$ cat config.mk
export PLATFORM = sky130hd
export DESIGN_NAME = bresenham_line_stepper
export DESIGN_NICKNAME = d
export VERILOG_FILES = /design/src/design/bls_pkg.sv /design/src/design/bresenham_line_stepper.sv
export SDC_FILE = /design/constraint.sdc
export NUM_CORES = 1
export LEC_CHECK = 0
export BUFFER_PORTS_ARGS = -buffer_cell sky130_fd_sc_hd__buf_2
export CORE_MARGIN = 3
export CORE_UTILIZATION = 50
export CTS_CLUSTER_SIZE = 24
export DETAILED_ROUTE_END_ITERATION = 8
export HOLD_SLACK_MARGIN = 0.08
export PLACE_DENSITY = 0.69
export SYNTH_ARGS = -nofsm -noshare
export SYNTH_HDL_FRONTEND = slang
export SYNTH_SLANG_ARGS = --single-unit
$ cat constraint.sdc
create_clock -name clk_i -period 14.9 [get_ports clk_i]
set_clock_uncertainty 0.15 [all_clocks]
set_input_delay 2.98 -clock clk_i [delete_from_list [all_inputs] [get_ports clk_i]]
set_output_delay 2.98 -clock clk_i [all_outputs]
set_load 0.02 [all_outputs]
$ cat src/design/bls_pkg.sv
// Shared types, widths and codes for the Bresenham line stepper.
`default_nettype none

package bls_pkg;

  localparam int COORD_BITS = 12;
  localparam int DELTA_W    = COORD_BITS + 1;
  localparam int ERR_W      = COORD_BITS + 4;
  localparam int CLIP_W     = 12;
  localparam int COLOR_W    = 32;
  localparam int CMP_W      = (COORD_BITS > CLIP_W) ? COORD_BITS : CLIP_W;

  // Stream payload layout
  localparam int IN_FIELDS_W = 4 * COORD_BITS;
  localparam int IN_TDATA_W  = ((IN_FIELDS_W + 7) / 8) * 8;
  localparam int OUT_FIELDS_W = 2 * COORD_BITS + COLOR_W;
  localparam int OUT_TDATA_W  = ((OUT_FIELDS_W + 7) / 8) * 8;
  localparam int OUT_TUSER_W  = 2;
  localparam int TUSER_PIXEL_VALID  = 0;
  localparam int TUSER_WRITE_ENABLE = 1;

  // Configuration port
  localparam int CFG_IDX_W  = 3;
  localparam int CFG_DATA_W = 32;
  localparam logic [CFG_IDX_W-1:0] CFG_CLIP_X_MIN = 3'd0;
  localparam logic [CFG_IDX_W-1:0] CFG_CLIP_Y_MIN = 3'd1;
  localparam logic [CFG_IDX_W-1:0] CFG_CLIP_X_MAX = 3'd2;
  localparam logic [CFG_IDX_W-1:0] CFG_CLIP_Y_MAX = 3'd3;
  localparam logic [CFG_IDX_W-1:0] CFG_DRAW_COLOR = 3'd4;

  // Input item kinds
  localparam logic KIND_LOAD = 1'b0;
  localparam logic KIND_STEP = 1'b1;

  typedef logic signed [COORD_BITS-1:0] coord_t;
  typedef logic signed [DELTA_W-1:0]    delta_t;
  typedef logic signed [ERR_W-1:0]      err_t;
  typedef logic [CLIP_W-1:0]            clip_t;
  typedef logic [COLOR_W-1:0]           color_t;

endpackage

`default_nettype wire

$ cat src/design/bresenham_line_stepper.sv
// Bresenham line stepper: line setup, per-pixel stepping, clip test and output register.
//
// Usage: a beat on the s_axis side with tuser = 0 loads a line from the two
// endpoints in tdata; a beat with tuser = 1 asks for the next pixel. Every
// input beat produces exactly one m_axis beat. A load beat and a step with no
// line loaded give an all-zero beat; a step on an active line gives the pixel
// coordinates, the clip-rectangle write enable and the draw color, with tlast
// on the final pixel of the line, after which the line is no longer active.
// Each output beat is registered and comes out in the cycle after its input
// beat. Throughput is one beat per cycle while the receiver keeps up: the line
// setup and the error-term update are each one add/compare path between the
// line state and output registers, so consecutive steps issue back to back.
// The cfg channel writes the clip edges and the color; it is always ready and
// must be used only while no beat is in flight.
// Reset clears the line state (no line loaded), sets the clip window to the
// full 0..4095 range and the color to zero, and empties the output register.
// When the receiver stalls, the output register holds its beat and s_axis
// tready drops until that beat is taken; no beat is lost or repeated.
`default_nettype none

module bresenham_line_stepper import bls_pkg::*; (
  input  logic                   clk_i,
  input  logic                   rst_ni,
  // configuration write channel
  input  logic                   cfg_valid_i,
  output logic                   cfg_ready_o,
  input  logic [CFG_IDX_W-1:0]   cfg_index_i,
  input  logic [CFG_DATA_W-1:0]  cfg_data_i,
  // input stream
  input  logic                   s_axis_tvalid_i,
  output logic                   s_axis_tready_o,
  input  logic [IN_TDATA_W-1:0]  s_axis_tdata_i,  // x_start, y_start, x_end, y_end
  input  logic                   s_axis_tuser_i,  // kind
  // output stream
  output logic                   m_axis_tvalid_o,
  input  logic                   m_axis_tready_i,
  output logic [OUT_TDATA_W-1:0] m_axis_tdata_o,  // pixel_x, pixel_y, pixel_color
  output logic [OUT_TUSER_W-1:0] m_axis_tuser_o,  // pixel_valid, write_enable
  output logic                   m_axis_tlast_o   // last
);

  // configuration registers
  clip_t  clip_x_min_q, clip_y_min_q, clip_x_max_q, clip_y_max_q;
  color_t draw_color_q;

  // line state
  logic   line_active_q;
  logic   y_major_q;
  coord_t major_pos_q, minor_pos_q, major_stop_q;
  delta_t major_delta_q, minor_delta_q;
  logic   minor_step_neg_q;
  err_t   error_term_q;

  // output register
  logic   out_valid_q;
  coord_t out_x_q, out_y_q;
  color_t out_color_q;
  logic   out_pv_q, out_we_q, out_last_q;

  logic s_fire;
  logic cfg_fire;

  assign cfg_ready_o     = 1'b1;
  assign cfg_fire        = cfg_valid_i & cfg_ready_o;
  assign s_axis_tready_o = ~out_valid_q | m_axis_tready_i;
  assign s_fire          = s_axis_tvalid_i & s_axis_tready_o;

  always_ff @(posedge clk_i or negedge rst_ni) begin
    if (!rst_ni) begin
      clip_x_min_q <= '0;
      clip_y_min_q <= '0;
      clip_x_max_q <= '1;
      clip_y_max_q <= '1;
      draw_color_q <= '0;
    end else if (cfg_fire) begin
      unique case (cfg_index_i)
        CFG_CLIP_X_MIN: clip_x_min_q <= cfg_data_i[CLIP_W-1:0];
        CFG_CLIP_Y_MIN: clip_y_min_q <= cfg_data_i[CLIP_W-1:0];
        CFG_CLIP_X_MAX: clip_x_max_q <= cfg_data_i[CLIP_W-1:0];
        CFG_CLIP_Y_MAX: clip_y_max_q <= cfg_data_i[CLIP_W-1:0];
        CFG_DRAW_COLOR: draw_color_q <= cfg_data_i[COLOR_W-1:0];
        default: ;
      endcase
    end
  end

  // ---------------- line setup ----------------
  coord_t in_x0, in_y0, in_x1, in_y1;
  delta_t ld_dx, ld_dy, ld_adx, ld_ady;
  logic   ld_y_major, ld_swap, ld_neg;
  coord_t ld_a0, ld_b0, ld_a1, ld_b1;
  coord_t ld_major_pos, ld_minor_pos, ld_major_stop, ld_minor_end;
  delta_t ld_major_delta, ld_minor_delta;
  err_t   ld_two_minor, ld_error;

  assign in_x0 = $signed(s_axis_tdata_i[0*COORD_BITS +: COORD_BITS]);
  assign in_y0 = $signed(s_axis_tdata_i[1*COORD_BITS +: COORD_BITS]);
  assign in_x1 = $signed(s_axis_tdata_i[2*COORD_BITS +: COORD_BITS]);
  assign in_y1 = $signed(s_axis_tdata_i[3*COORD_BITS +: COORD_BITS]);

  always_comb begin
    ld_dx  = DELTA_W'(in_x1) - DELTA_W'(in_x0);
    ld_dy  = DELTA_W'(in_y1) - DELTA_W'(in_y0);
    ld_adx = ld_dx[DELTA_W-1] ? -ld_dx : ld_dx;
    ld_ady = ld_dy[DELTA_W-1] ? -ld_dy : ld_dy;
    ld_y_major = ld_adx < ld_ady;
    ld_a0 = ld_y_major ? in_y0 : in_x0;
    ld_b0 = ld_y_major ? in_x0 : in_y0;
    ld_a1 = ld_y_major ? in_y1 : in_x1;
    ld_b1 = ld_y_major ? in_x1 : in_y1;
    // order endpoints so the major coordinate rises
    ld_swap       = ld_a1 < ld_a0;
    ld_major_pos  = ld_swap ? ld_a1 : ld_a0;
    ld_major_stop = ld_swap ? ld_a0 : ld_a1;
    ld_minor_pos  = ld_swap ? ld_b1 : ld_b0;
    ld_minor_end  = ld_swap ? ld_b0 : ld_b1;
    ld_major_delta = DELTA_W'(ld_major_stop) - DELTA_W'(ld_major_pos);
    ld_minor_delta = DELTA_W'(ld_minor_end) - DELTA_W'(ld_minor_pos);
    ld_neg        = ld_minor_delta[DELTA_W-1];
    ld_two_minor  = ERR_W'(ld_minor_delta) <<< 1;
    // error = 2*dminor - s*dmajor
    ld_error = ld_neg ? ld_two_minor + ERR_W'(ld_major_delta)
                      : ld_two_minor - ERR_W'(ld_major_delta);
  end

  // ---------------- stepping ----------------
  logic   st_fin, st_err_pos, st_take;
  err_t   st_two_major, st_err_adj, st_error;
  coord_t st_minor_pos, st_px, st_py;
  logic   st_inside;
  logic [CMP_W-1:0] st_px_u, st_py_u;

  always_comb begin
    st_fin       = major_pos_q >= major_stop_q;
    st_err_pos   = ~error_term_q[ERR_W-1] & (error_term_q != '0);
    // s*error > 0 rule, mirrored for negative minor direction
    st_take      = minor_step_neg_q ? error_term_q[ERR_W-1] : st_err_pos;
    st_two_major = ERR_W'(major_delta_q) <<< 1;
    if (!st_take) begin
      st_err_adj   = error_term_q;
      st_minor_pos = minor_pos_q;
    end else if (minor_step_neg_q) begin
      st_err_adj   = error_term_q + st_two_major;
      st_minor_pos = minor_pos_q - coord_t'(1);
    end else begin
      st_err_adj   = error_term_q - st_two_major;
      st_minor_pos = minor_pos_q + coord_t'(1);
    end
    st_error = st_err_adj + (ERR_W'(minor_delta_q) <<< 1);

    st_px   = y_major_q ? minor_pos_q : major_pos_q;
    st_py   = y_major_q ? major_pos_q : minor_pos_q;
    st_px_u = CMP_W'(unsigned'(st_px));
    st_py_u = CMP_W'(unsigned'(st_py));
    // negative coordinates always fall outside the unsigned clip window
    st_inside = ~st_px[COORD_BITS-1] & ~st_py[COORD_BITS-1]
              & (st_px_u >= CMP_W'(clip_x_min_q)) & (st_px_u <= CMP_W'(clip_x_max_q))
              & (st_py_u >= CMP_W'(clip_y_min_q)) & (st_py_u <= CMP_W'(clip_y_max_q));
  end

  always_ff @(posedge clk_i or negedge rst_ni) begin
    if (!rst_ni) begin
      line_active_q    <= 1'b0;
      y_major_q        <= 1'b0;
      major_pos_q      <= '0;
      minor_pos_q      <= '0;
      major_stop_q     <= '0;
      major_delta_q    <= '0;
      minor_delta_q    <= '0;
      minor_step_neg_q <= 1'b0;
      error_term_q     <= '0;
    end else if (s_fire) begin
      if (s_axis_tuser_i == KIND_LOAD) begin
        line_active_q    <= 1'b1;
        y_major_q        <= ld_y_major;
        major_pos_q      <= ld_major_pos;
        minor_pos_q      <= ld_minor_pos;
        major_stop_q     <= ld_major_stop;
        major_delta_q    <= ld_major_delta;
        minor_delta_q    <= ld_minor_delta;
        minor_step_neg_q <= ld_neg;
        error_term_q     <= ld_error;
      end else if (line_active_q) begin
        if (st_fin) begin
          line_active_q <= 1'b0;
        end else begin
          major_pos_q  <= major_pos_q + coord_t'(1);
          minor_pos_q  <= st_minor_pos;
          error_term_q <= st_error;
        end
      end
    end
  end

  // ---------------- output register ----------------
  logic pix_valid_d;
  assign pix_valid_d = (s_axis_tuser_i == KIND_STEP) & line_active_q;

  always_ff @(posedge clk_i or negedge rst_ni) begin
    if (!rst_ni) begin
      out_valid_q <= 1'b0;
    end else if (s_fire) begin
      out_valid_q <= 1'b1;
    end else if (m_axis_tready_i) begin
      out_valid_q <= 1'b0;
    end
  end

  always_ff @(posedge clk_i) begin
    if (s_fire) begin
      out_pv_q    <= pix_valid_d;
      out_x_q     <= pix_valid_d ? st_px : '0;
      out_y_q     <= pix_valid_d ? st_py : '0;
      out_we_q    <= pix_valid_d & st_inside;
      out_color_q <= pix_valid_d ? draw_color_q : '0;
      out_last_q  <= pix_valid_d & st_fin;
    end
  end

  assign m_axis_tvalid_o = out_valid_q;
  assign m_axis_tdata_o  = OUT_TDATA_W'({out_color_q, out_y_q, out_x_q});
  assign m_axis_tlast_o  = out_last_q;
  always_comb begin
    m_axis_tuser_o = '0;
    m_axis_tuser_o[TUSER_PIXEL_VALID]  = out_pv_q;
    m_axis_tuser_o[TUSER_WRITE_ENABLE] = out_we_q;
  end

`ifndef NO_ASSERTIONS
  // a load always leaves an active line behind it
  a_load_activates: assert property (@(posedge clk_i) disable iff (!rst_ni)
    s_fire && (s_axis_tuser_i == KIND_LOAD) |=> line_active_q)
    else $error("line not active after load");

  // the final pixel retires the line
  a_last_retires: assert property (@(posedge clk_i) disable iff (!rst_ni)
    s_fire && pix_valid_d && st_fin |=> !line_active_q && out_last_q)
    else $error("line still active after final pixel");

  // write enable and last only ride on a real pixel
  a_flags_need_pixel: assert property (@(posedge clk_i) disable iff (!rst_ni)
    out_valid_q && (out_we_q || out_last_q) |-> out_pv_q)
    else $error("write enable or last without pixel");

  // a stalled result is never dropped
  a_no_drop: assert property (@(posedge clk_i) disable iff (!rst_ni)
    out_valid_q && !m_axis_tready_i |=> out_valid_q)
    else $error("output beat dropped under stall");
`endif

endmodule

`default_nettype wire

==> results_dict.tcl <==
set metrics [dict create \
    outcome "complete, no violations" \
    ys_seq_area_share_pct 32.1 \
    drtIter0Drc 828 \
    grt_max_degree 99 \
    synth.avg_cell_area_um2 8.60 \
    fin_crit_ns 13.91 \
    hold_start "error_term_q[0]$_DFFE_PN0P_" \
    die_h_um 197 \
    gr-max-usage-layer "met2" \
    fp.dieW_um 197 \
    drtAntennaViolNets 0 \
    synthesis.nets 2397 \
    root_buffer "clkbuf_16" \
    critical_path.max_stage_delay_ns 0.64 \
    drive_above_1_share_pct 16.7 \
    grt_pass1_wl_mm 80.9 \
    met2_usage_pct 44.3 \
    slew_headroom_pct 23.6 \
    antenna_found_initial 3 \
    grt_overflow 0 \
    fin_tns_setup_ns 0 \
    grtUsageMet3_pct 3.28 \
    cp-end-kind "register" \
    r2r-start "minor_delta_q[12]$_DFFE_PN0P_" \
    grt_pass1_vias 15544 \
    setup_violations 0 \
    port_buffers 149 \
    hold_buffers 0 \
    wirelength_mm 50.3 \
    netlist_area_um2 18200 \
    htreeDepth 1 \
    wl_per_cell_um 18.5 \
    ys_top_cells_by_area "dfrtp_1 (19%), ha_1 (13%), edfxtp_1 (9.7%)" \
    use_met1_pct 33.9 \
    core-area_um2 35700 \
    critPathBufInv 6 \
    synth-main-ff-cell "dfrtp_1" \
    dp_hpwl_mm 38.9 \
    hold_path_class "register to register" \
    gp_congestion 0.925 \
    synthCells 2114 \
    synth_edf_count 59 \
    cp_slowest_cell "or4b_2" \
    synth_top_area_share_pct 18.9 \
    fin_nets 2518 \
    fin_util_pct 56.9 \
    dieArea_um2 38700 \
    cp-startpoint "s_axis_tdata_i[13]" \
    route.detailed.drc 0 \
    finalMaxSlewViolations 0 \
    num_io_pins 151 \
    dr.pass1.iters 5 \
    cts_made_buffers 26 \
    ys_ff_latch 220 \
    worstSetupPathType "input port to register" \
    fmax_mhz 71.9 \
    diodes 0 \
    dp_cells 2668 \
    num_vias 15775 \
    fillers 3283 \
    start_util_pct 50.9 \
    crit_fanout 14 \
    rsz0062_at_grt "no" \
    yosys.area.top_type "dfrtp_1" \
    critPathRequiredTime_ns 15.20 \
    start_kind "input port" \
    clk_latency_ns 0.53 \
    cts_num_sinks 220 \
    finalNonFillerCells 2716 \
    num_rows 69 \
    track_usage_pct 25.5 \
    ys_warn_count 0 \
    cap_violations 0 \
    period_share_pct 93.3 \
    synth_cell_type_count 76 \
    timing.hold.ws_ns 0.334 \
    cts_tree "built" \
    clk_path_buf_depth 3 \
    hold_violations 0 \
    crit_arrival_ns 14.21 \
    synth-async-reset-ratio_pct 73.2 \
    area.growth.synth_to_final_pct 11.9 \
    tightest_slew_ns 1.14 \
    clk_pin_slew_worst_paths_ns 0.06 \
    avgViaCountPerCell 5.81 \
    critical_path.top_delay_family "compound AO/OA/AOI/OAI gates" \
]
[cells by family after synthesis]
family / after synthesis / share of synthesized area, %
AOI/OAI and AO/OA: 560 / 18.8
other: 1 / 0.0206
and+or+nand+nor: 638 / 16.5
adders and majority gates: 196 / 13.8
muxes: 137 / 8.26
xor gates and xnor gates: 104 / 5.01
DFF: 220 / 32.1
buffers and inverters: 258 / 5.51
[per-layer routing]
layer	up-vias	wire, um
met5	-	34
met4	6	1260
met3	89	2750
met2	460	24000
met1	7492	22200
li1	7728	-
[area by class of cell]
class / count / area (um^2) / area share, %
clock inverter: 13 / 159 / 0.781
sequential: 220 / 5830 / 28.7
multi-input combinational: 1636 / 11500 / 56.4
clock buffer: 35 / 684 / 3.36
timing repair buffer: 180 / 985 / 4.84
tap: 461 / 577 / 2.83
inverter: 171 / 642 / 3.15
[cells in the mapped netlist (10+ instances only)]
library cell and n:
a211oi_1 13, a21boi_0 17, a21o_1 34, a21oi_1 153, a31oi_1 19, and2_1 11
and3_1 44, buf_1 10, clkbuf_1 66, dfrtp_1 137, dfstp_2 24, edfxtp_1 59
ha_1 186, inv_1 169, mux2_2 95, mux2i_1 41, nand2_1 224, nand2b_1 28
nand3_1 27, nand4_1 11, nor2_1 158, nor2b_1 42, nor3_1 40, nor4_1 10
o211ai_1 24, o21a_1 13, o21ai_0 177, o21ai_1 20, o21bai_1 11, or3_1 11
xnor2_1 67, xor2_1 37
[cells in the final DEF (no fill, tap or decap), drive strengths merged, types with 28 or more instances in the layout]
cell,instances
nand2,224
o21ai,197
ha,186
buf,180
inv,172
nor2,158
a21oi,153
dfrtp,137
mux2,95
xnor2,67
edfxtp,59
and3,44
nor2b,42
mux2i,42
nor3,40
xor2,37
clkbuf,35
a21o,34
nand2b,28
[stage by stage]
stage          area, um^2  setup slack [ns]
6_report            20300             0.993
2_1_floorplan       18200            0.0790
5_1_grt             20300            0.0266
3_3_place_gp        19500             0.338
3_5_place_dp        19500            0.0978
4_1_cts             20300             0.592
[worst register-to-register path, cell delays in order, from the launching register on]
cell and delay (ns):
dfrtp_1 0.35, buf_4 0.26, nor4_1 0.42, nand4_1 0.39
nand2_1 0.74, mux2_2 0.43, ha_1 0.22, fa_1 0.41
a21o_1 0.18, a21oi_1 0.22, o21bai_1 0.11, a21oi_1 0.25
nor2b_1 0.08, o21a_1 0.19, o31ai_1 0.31, a21oi_1 0.18
a31oi_1 0.23, xnor2_1 0.15, nor3_1 0.06, a211o_1 0.29
[repair_timing]
item	CTS	global route
resized for setup	0	12
endpoints found under the setup margin	0	8
buffers inserted	0	0
[state kept, by name, indices dropped and copies added, names as in the netlist]
name and flops:
draw_color_q 32, out_color_q 32, error_term_q 16, major_delta_q 13
minor_delta_q 13, clip_x_max_q 12, clip_x_min_q 12, clip_y_max_q 12
clip_y_min_q 12, major_pos_q 12, major_stop_q 12, minor_pos_q 12
out_x_q 12, out_y_q 12, line_active_q 1, m_axis_tlast_o 1
m_axis_tvalid_o 1, out_pv_q 1, out_we_q 1, y_major_q 1
[path summary, 6_finish.rpt]
| check | to | slack (ns) | depth (start not counted) |
|---|---|---|---|
| min in group asynchronous | draw_color_q[4]$_DFFE_PN0P_ | 2.38 | 1 |
| hold / removal | error_term_q[0]$_DFFE_PN0P_ | 0.33 | 2 |
| hold reg to reg | error_term_q[0]$_DFFE_PN0P_ | 0.33 | 2 |
| setup reg to reg | error_term_q[15]$_DFFE_PN0P_ | 9.16 | 19 |
| setup / recovery | error_term_q[13]$_DFFE_PN0P_ | 0.99 | 51 |
| max in group asynchronous | error_term_q[3]$_DFFE_PN0P_ | 10.72 | 2 |
Power is not shown: default switching activity piles up to over one toggle a cycle in this logic, so the estimate is an artifact.
